===== config.mk =====
export PLATFORM = sky130hd
export DESIGN_NAME = psrl_ctrl
export DESIGN_NICKNAME = d
export VERILOG_FILES = /design/src/rtl/psrl_pkg.sv /design/src/rtl/psrl_ctrl.sv
export SDC_FILE = /design/constraint.sdc
export NUM_CORES = 1
export LEC_CHECK = 0
export ABC_AREA = 0
export BUFFER_PORTS_ARGS = -buffer_cell sky130_fd_sc_hd__buf_2
export CAP_MARGIN = 40
export CORE_UTILIZATION = 41
export DETAILED_ROUTE_END_ITERATION = 16
export GPL_TIMING_DRIVEN = 0
export HOLD_SLACK_MARGIN = 0.1
export PLACE_DENSITY = 0.78
export SKIP_CTS_REPAIR_TIMING = 1
export SLEW_MARGIN = 20
export SYNTH_ARGS = -nofsm -noshare
export SYNTH_HDL_FRONTEND = slang
export SYNTH_SLANG_ARGS = --single-unit

===== constraint.sdc =====
create_clock -name clk -period 1.6 [get_ports clk]
set_clock_uncertainty 0.2 [all_clocks]
set_input_delay 0.24 -clock clk [delete_from_list [all_inputs] [get_ports clk]]
set_output_delay 0.24 -clock clk [all_outputs]
set_load 0.05 [all_outputs]

===== src/rtl/psrl_pkg.sv =====
// Package for the per-source rate limiter: table entry layout, codes,
// configuration defaults and the controller/datapath handshake structs.
// No dependencies.
package psrl_pkg;

  // Table geometry
  localparam int TABLE_INDEX_BITS = 10;
  localparam int TABLE_DEPTH      = 1 << TABLE_INDEX_BITS;

  // Stream widths (fields packed from bit 0, padded to whole bytes)
  localparam int IN_TDATA_W  = 88;
  localparam int IN_TUSER_W  = 2;
  localparam int OUT_TDATA_W = 8;
  localparam int CFG_IDX_W   = 2;
  localparam int CFG_DATA_W  = 32;

  // Window and ban arithmetic
  localparam logic [31:0] WINDOW_MS = 32'd1000;
  localparam logic [31:0] MS_PER_S  = 32'd1000;

  // Register reset values
  localparam logic [23:0] PACKET_LIMIT_RST     = 24'd1000;
  localparam logic [23:0] CONNECTION_LIMIT_RST = 24'd100;
  localparam logic [31:0] BYTE_LIMIT_RST       = 32'd1048576;
  localparam logic [20:0] BAN_SECONDS_RST      = 21'd3600;

  typedef enum logic [1:0] {
    CMD_PACKET    = 2'd0,
    CMD_CONN      = 2'd1,
    CMD_WHITELIST = 2'd2,
    CMD_IGNORED   = 2'd3
  } cmd_t;

  typedef enum logic [2:0] {
    RSN_NONE        = 3'd0,
    RSN_BLACKLISTED = 3'd1,
    RSN_PACKETS     = 3'd2,
    RSN_BYTES       = 3'd3,
    RSN_CONNS       = 3'd4
  } reason_t;

  typedef enum logic [CFG_IDX_W-1:0] {
    CFG_PACKET_LIMIT     = 2'd0,
    CFG_CONNECTION_LIMIT = 2'd1,
    CFG_BYTE_LIMIT       = 2'd2,
    CFG_BAN_SECONDS      = 2'd3
  } cfg_idx_t;

  // One table entry, held as a single memory word
  typedef struct packed {
    logic        valid;
    logic [31:0] tag;
    logic        trusted;
    logic        banned;
    logic [31:0] ban_until;
    logic [31:0] wstart;
    logic [24:0] pkts;
    logic [32:0] bytes;
    logic [24:0] conns;
  } entry_t;

  localparam int ENTRY_W = $bits(entry_t);

  // Controller to datapath
  typedef struct packed {
    logic                        clear;
    logic [TABLE_INDEX_BITS-1:0] clear_addr;
    logic                        accept;
    logic                        eval;
    logic                        update;
  } ctl_cmd_t;

  // Datapath to controller
  typedef struct packed {
    logic out_stall;
  } dp_sts_t;

endpackage


===== src/rtl/psrl_ctrl.sv =====
// Controller for the rate limiter: clearing pass after reset, then the
// accept / evaluate / update sequence for each beat. Uses psrl_pkg.
module psrl_ctrl import psrl_pkg::*; (
  input  logic     clk,
  input  logic     rst,
  input  logic     s_tvalid,
  output logic     s_tready,
  input  dp_sts_t  sts,
  output ctl_cmd_t cmd
);

  typedef enum logic [1:0] {
    ST_CLEAR,
    ST_IDLE,
    ST_EVAL,
    ST_UPDATE
  } state_t;

  state_t                      state;
  logic                        ready;
  logic [TABLE_INDEX_BITS-1:0] clr_addr;

  // Commands to the datapath
  assign cmd.clear      = (state == ST_CLEAR);
  assign cmd.clear_addr = clr_addr;
  assign cmd.accept     = ready && s_tvalid;
  assign cmd.eval       = (state == ST_EVAL);
  assign cmd.update     = (state == ST_UPDATE) && !sts.out_stall;
  assign s_tready       = ready;

  // State and registered ready
  always_ff @(posedge clk) begin
    if (rst) begin
      state    <= ST_CLEAR;
      ready    <= 1'b0;
      clr_addr <= '0;
    end else begin
      unique case (state)
        ST_CLEAR: begin
          clr_addr <= clr_addr + 1'b1;
          if (&clr_addr) begin
            state <= ST_IDLE;
            ready <= 1'b1;
          end
        end
        ST_IDLE: begin
          if (s_tvalid) begin
            state <= ST_EVAL;
            ready <= 1'b0;
          end
        end
        ST_EVAL: begin
          state <= ST_UPDATE;
        end
        ST_UPDATE: begin
          if (!sts.out_stall) begin
            state <= ST_IDLE;
            ready <= 1'b1;
          end
        end
        default: begin
          state <= ST_CLEAR;
          ready <= 1'b0;
        end
      endcase
    end
  end

  // Ready only while idle
  a_ready_idle: assert property (@(posedge clk) disable iff (rst)
    ready == (state == ST_IDLE))
    else $error("ready out of step with idle state");

  // An accepted beat goes straight to evaluation
  a_accept_eval: assert property (@(posedge clk) disable iff (rst)
    cmd.accept |=> (state == ST_EVAL))
    else $error("accepted beat did not move to evaluation");

  // No beat taken while the table is being cleared
  a_clear_block: assert property (@(posedge clk) disable iff (rst)
    cmd.clear |-> !cmd.accept && !cmd.update)
    else $error("table access during clearing pass");

endmodule


==> impl_metrics.ini, run 1 <==
[floorplan]
dieArea_sq_um = 1798
row_count = 14
die_y_um = 42.41
core_area_sq_um = 1524
io_pins = 19
start_util = 0.4392
die_w_um = 42.41

[finish]
antenna_cells = 0
area_growth_pct = 44.30
final_common_cell = buf_2
nets = 112
mostFrequentLayoutCells = buf_2 (16), nor2_1 (11), dfxtp_2 (8), xor2_1 (7), nand2_1 (6)
fill_cells = 142
drive_above_1_share = 0.4902
seq_area_sq_um = 285.3
multiInputGateArea_sq_um = 447.9

[worst_setup_path]
critPathLaunchType = register
worst_ep_required_time_ns = 1.57
crit_type = reg -> reg
end_kind = register
arrival_ns = 1.56
cp_max_fo = 7

[synth]
syn-cell-area_sq_um = 669.4
synth_cells = 74
synth.largest_area_cell = dfxtp_1
synth_area_leaders = dfxtp_1 (39%), ha_1 (9.3%), xor2_1 (9.2%)
synth.top_cell.area_share = 0.3888
syn_avg_cell_area_sq_um = 9.046
yosys_register_bits = 13
ys_types = 23
syn_nets = 83
synth-seq-area-share = 0.3888
ys_warn_count = 0

[outcome]
status = completed

[routing]
drc = 0
via_count = 619
drtIter0Drc = 4
vias_per_cell = 5.246
drt-pass1-iter-count = 2
ant_nets = 0
wl_per_cell_um = 13.18
drt-total-wl_um = 1555

[sta]
min_period_ns = 1.590
hold_violations = 0
fmax_mhz = 629.0
fin_setup_tns_ns = 0
slew_headroom = 0.7129
setup_viol = 0
holdWs_ns = 0.1281
grt_setup_unrepaired = yes
period_share = 0.9936
setup_slack_ns = 0.01023
timing_worst_slew_pin_value_ns = 0.4306
slew_violations = 0

[global_routing]
grt_pass1_wl_um = 2125
grt_pass1_vias = 500
antenna_found_initial = 0
gr-total-overflow = 0
grt_max_degree = 11
grtUsageTotal = 0.1570

[clock_tree]
htree_levels = 1
cts_made_buffers = 3
cts_sinks = 13
cts.reportedPaths.clkPinSlew_ns = 0.08
clock_latency_ns = 0.27
root_buffer = clkbuf_4
cts_tree = built
clockBufferDepth = 2

[placement]
portBuffers = 18
post-place-ws_ns = -0.06573
dp_hpwl_um = 985.5
place_congestion = 0.7821

[run]
max-cap-violations = 0

[power]
leakage_uw = 0.0004183
vdd.ir_drop.worst_mv = 0.9061
p_per_area_nw_per_um2 = 1333
power_uw = 1287

[min_path]
hp-class = in -> reg
routing by layer:
layer / up-vias / share of wire / wire (um) / global-route usage
met1: 288 / 0.47 / 735 / 0.2059
met2: 14 / 0.48 / 740 / 0.2400
li1: 313 / - / - / -
met5: - / 0 / 0 / 0
met3: 4 / 0.033 / 51 / 0.03879
met4: 0 / 0.017 / 27 / 0.07500
worst max-delay path: stages, from the launching register on:
cell and delay (ns):
dfxtp_4 0.38, inv_4 0.07, ha_4 0.13, buf_6 0.13, a21oi_4 0.03, a41o_4 0.26, buf_6 0.11, a32o_1 0.18
cells in the mapped netlist:
cell type	n
dfxtp_1	13
nor2_1	11
xor2_1	7
nand2_1	6
ha_1	5
inv_1	4
nand4_1	4
and2_1	3
a21oi_1	2
a32o_1	2
and4_1	2
mux2i_1	2
nand3_1	2
xnor2_1	2
a41o_2	1
and3_1	1
and4_4	1
buf_6	1
clkbuf_1	1
nand3b_1	1
nor2b_1	1
nor3_1	1
o21ai_0	1
registers in the layout (all words and copies together) (netlist names):
signal and flops:
state 2, clr_addr 10, s_tready 1
where the power goes:
part / leakage [uW] / total, uW / switching [uW] / internal, uW
Sequential: 0.000112 / 469 / 75.9 / 394
Clock: 0.0000150 / 203 / 107 / 96.4
Combinational: 0.000291 / 615 / 362 / 252
Total: 0.000418 / 1290 / 545 / 742
cells by family (layout without fill, tap and decap cells):
logic type | Yosys count | count (layout) | share of synthesized area
AOI/OAI and AO/OA | 6 | 6 | 0.06915
xor gates and xnor gates | 9 | 9 | 0.1178
adders and majority gates | 5 | 5 | 0.09346
buffers and inverters | 6 | 34 | 0.04485
DFF | 13 | 13 | 0.3888
muxes | 2 | 2 | 0.02991
and+or+nand+nor | 33 | 33 | 0.2561
metrics by stage:
stage	instance area, sq um	utilization	instances
4_1_cts	854.6	0.5608	112
2_1_floorplan	718.2	-	74
3_3_place_gp	828.3	0.5435	108
6_report	965.9	0.6338	118
5_1_grt	965.9	0.6338	118
3_5_place_dp	828.3	0.5435	108
final cells by class:
type                       instances  area share
clock buffer                       4     0.02720
buffer                             2     0.01554
timing repair buffer              24      0.1567
sequential                        13      0.2953
multi-input combinational         55      0.4637
tap                               16     0.02073
inverter                           4     0.02073
worst paths after layout:
kind	cells past startpoint	start	slack, ns	to
setup reg to reg	7	state[0]$_SDFFE_PP0P_	0.01	state[0]$_SDFFE_PP0P_
hold reg to reg	2	clr_addr[9]$_SDFFE_PP0N_	0.31	clr_addr[9]$_SDFFE_PP0N_
hold / removal	4	rst	0.13	state[1]$_SDFFE_PP0P_
setup / recovery	7	state[0]$_SDFFE_PP0P_	0.01	state[0]$_SDFFE_PP0P_
(Power assumes the default switching activity.)
==> run 2, diff against run 1 <==
- SETUP_SLACK_MARGIN: not set -> 0.1
==> run 2 against run 1 <==
The run now ends with setup timing left; worst hold slack lost 0.016 ns; combinational power decreased by 5.0%; first-iteration DRC count grew to 4.5 times the previous value; wire length shrank 3.9%; sequential power about the same; clock-buffer cell count unchanged; cell count is the same; largest power group unchanged; largest cell class unchanged; final area down 0.78%; total power decreased by 2.3%; critical endpoint is now cmd[0].
==> impl_metrics.ini, run 2 (synthesis results as in run 1) <==
[worst_setup_path]
worst_ep_required_time_ns = 1.16
r2r_slack_ns = 0
arrival_ns = 1.17
r2r_start = state[0]$_SDFFE_PP0P_
cp_max_fo = 4
crit_type = reg -> out
critPathLaunchType = register
r2r_end = s_tready$_SDFFE_PP0P_
r2r_cells = 7
end_kind = output pin
critical_path.startpoint = state[0]$_SDFFE_PP0P_

[placement]
portBuffers = 18
dp_hpwl_um = 1035
place_congestion = 0.7185
placed_area_sq_um = 833.3

[global_routing]
grt_pass1_wl_um = 2359
grt_pass1_vias = 570
grt_max_degree = 11
antenna_found_initial = 0
gr-total-overflow = 0
grtUsageTotal = 0.1756

[run]
max-cap-violations = 0

[power]
vdd.ir_drop.worst_mv = 0.9581
leakage_uw = 0.0004185
p_per_area_nw_per_um2 = 1312

[finish]
largest_reg_flops = 10
regMostFlops = clr_addr
area_growth_pct = 43.18
postLayoutCoreUtil = 0.6289
drive_above_1_share = 0.5294
mostFrequentLayoutCells = buf_2 (16), nor2_1 (11), dfxtp_2 (8), xor2_1 (7), buf_4 (6)
nets = 112
antenna_cells = 0
final_common_cell = buf_2
final_area_sq_um = 958.4
fill_cells = 120

[routing]
ant_nets = 0
drtIter0Drc = 18
wl_met1_um = 630
dr_wl_met3_um = 63
drt-total-wl_um = 1495
routed.top_layer = met4
vias_per_cell = 5.254
drc = 0
drt-pass1-iter-count = 4
via_count = 620
wl_per_cell_um = 12.67
dr_wl_met2_um = 777

[clock_tree]
cts_made_buffers = 3
htree_levels = 1
cts_sinks = 13
cts.reportedPaths.clkPinSlew_ns = 0.08
root_buffer = clkbuf_4
clockBufferDepth = 2
clock_latency_ns = 0.28
cts_tree = built

[floorplan]
dieArea_sq_um = 1798
io_pins = 19
die_y_um = 42.41
start_util = 0.4392
core_area_sq_um = 1524
die_w_um = 42.41
row_count = 14

[sta]
setup_viol = 1
period_share = 1.008
fmax_mhz = 620.2
slew_violations = 0
grt_setup_unrepaired = yes
min_period_ns = 1.612
hold_violations = 0
timing_worst_slew_pin_value_ns = 0.4781
slew_headroom = 0.6813
setup_slack_ns = -0.01227

[min_path]
min_from = rst
hp-class = in -> reg
min_path_cells = 3
hold_path_end = state[0]$_SDFFE_PP0P_

[outcome]
violations = setup timing
status = finished with violations
## run 2: worst max-delay path, cell delays in order, from the launching register on
cell and delay [ns]:
dfxtp_4 0.38, ha_2 0.20, nor2b_2 0.15, buf_6 0.16
## run 2: layout make-up
class,count,area (sq um),area share
Multi-Input combinational cell,55,440.4,0.4595
Clock buffer,4,26.28,0.02742
Inverter,4,20.02,0.02089
Sequential cell,13,285.3,0.2977
Tap cell,16,20.02,0.02089
Buffer,2,18.77,0.01958
Timing Repair Buffer,24,147.6,0.1540
## run 2: how the worst max path moves through the flow
stage | to | slack [ns]
floorplan | s_tready$_SDFFE_PP0P_ | -0.07
global placement | s_tready$_SDFFE_PP0P_ | -0.06
detailed placement | s_tready$_SDFFE_PP0P_ | -0.1
CTS | cmd[0] | -0.13
global route | s_tready$_SDFFE_PP0P_ | -0.06
finish | cmd[0] | -0.01
## run 2: metrics by stage
stage / hold WS (ns) / std cells / total power, uW / setup slack (ns) / TNS, ns
3_3_place_gp: 0.2714 / 108 / 960.5 / -0.06313 / -0.09065
2_1_floorplan: 0.2369 / 74 / 887.8 / -0.07053 / -0.1783
5_1_grt: 0.1289 / 118 / 1324 / -0.05532 / -0.1960
4_1_cts: 0.1003 / 112 / 1193 / -0.1302 / -0.4012
6_report: 0.1117 / 118 / 1258 / -0.01227 / -0.01227
3_5_place_dp: 0.2935 / 108 / 985.6 / -0.09757 / -0.1571
## run 2: where the power goes
group,leakage (uW),internal (uW),switching (uW)
logic,0.000291,234,350
clock network,0.0000150,96.7,109
registers,0.000112,393,74.4
## run 2: layer usage
layer	vias to the layer above	global-route usage
li1	309	-
met1	289	0.2053
met2	18	0.2954
met3	4	0.02586
met4	0	0.1125
met5	-	0
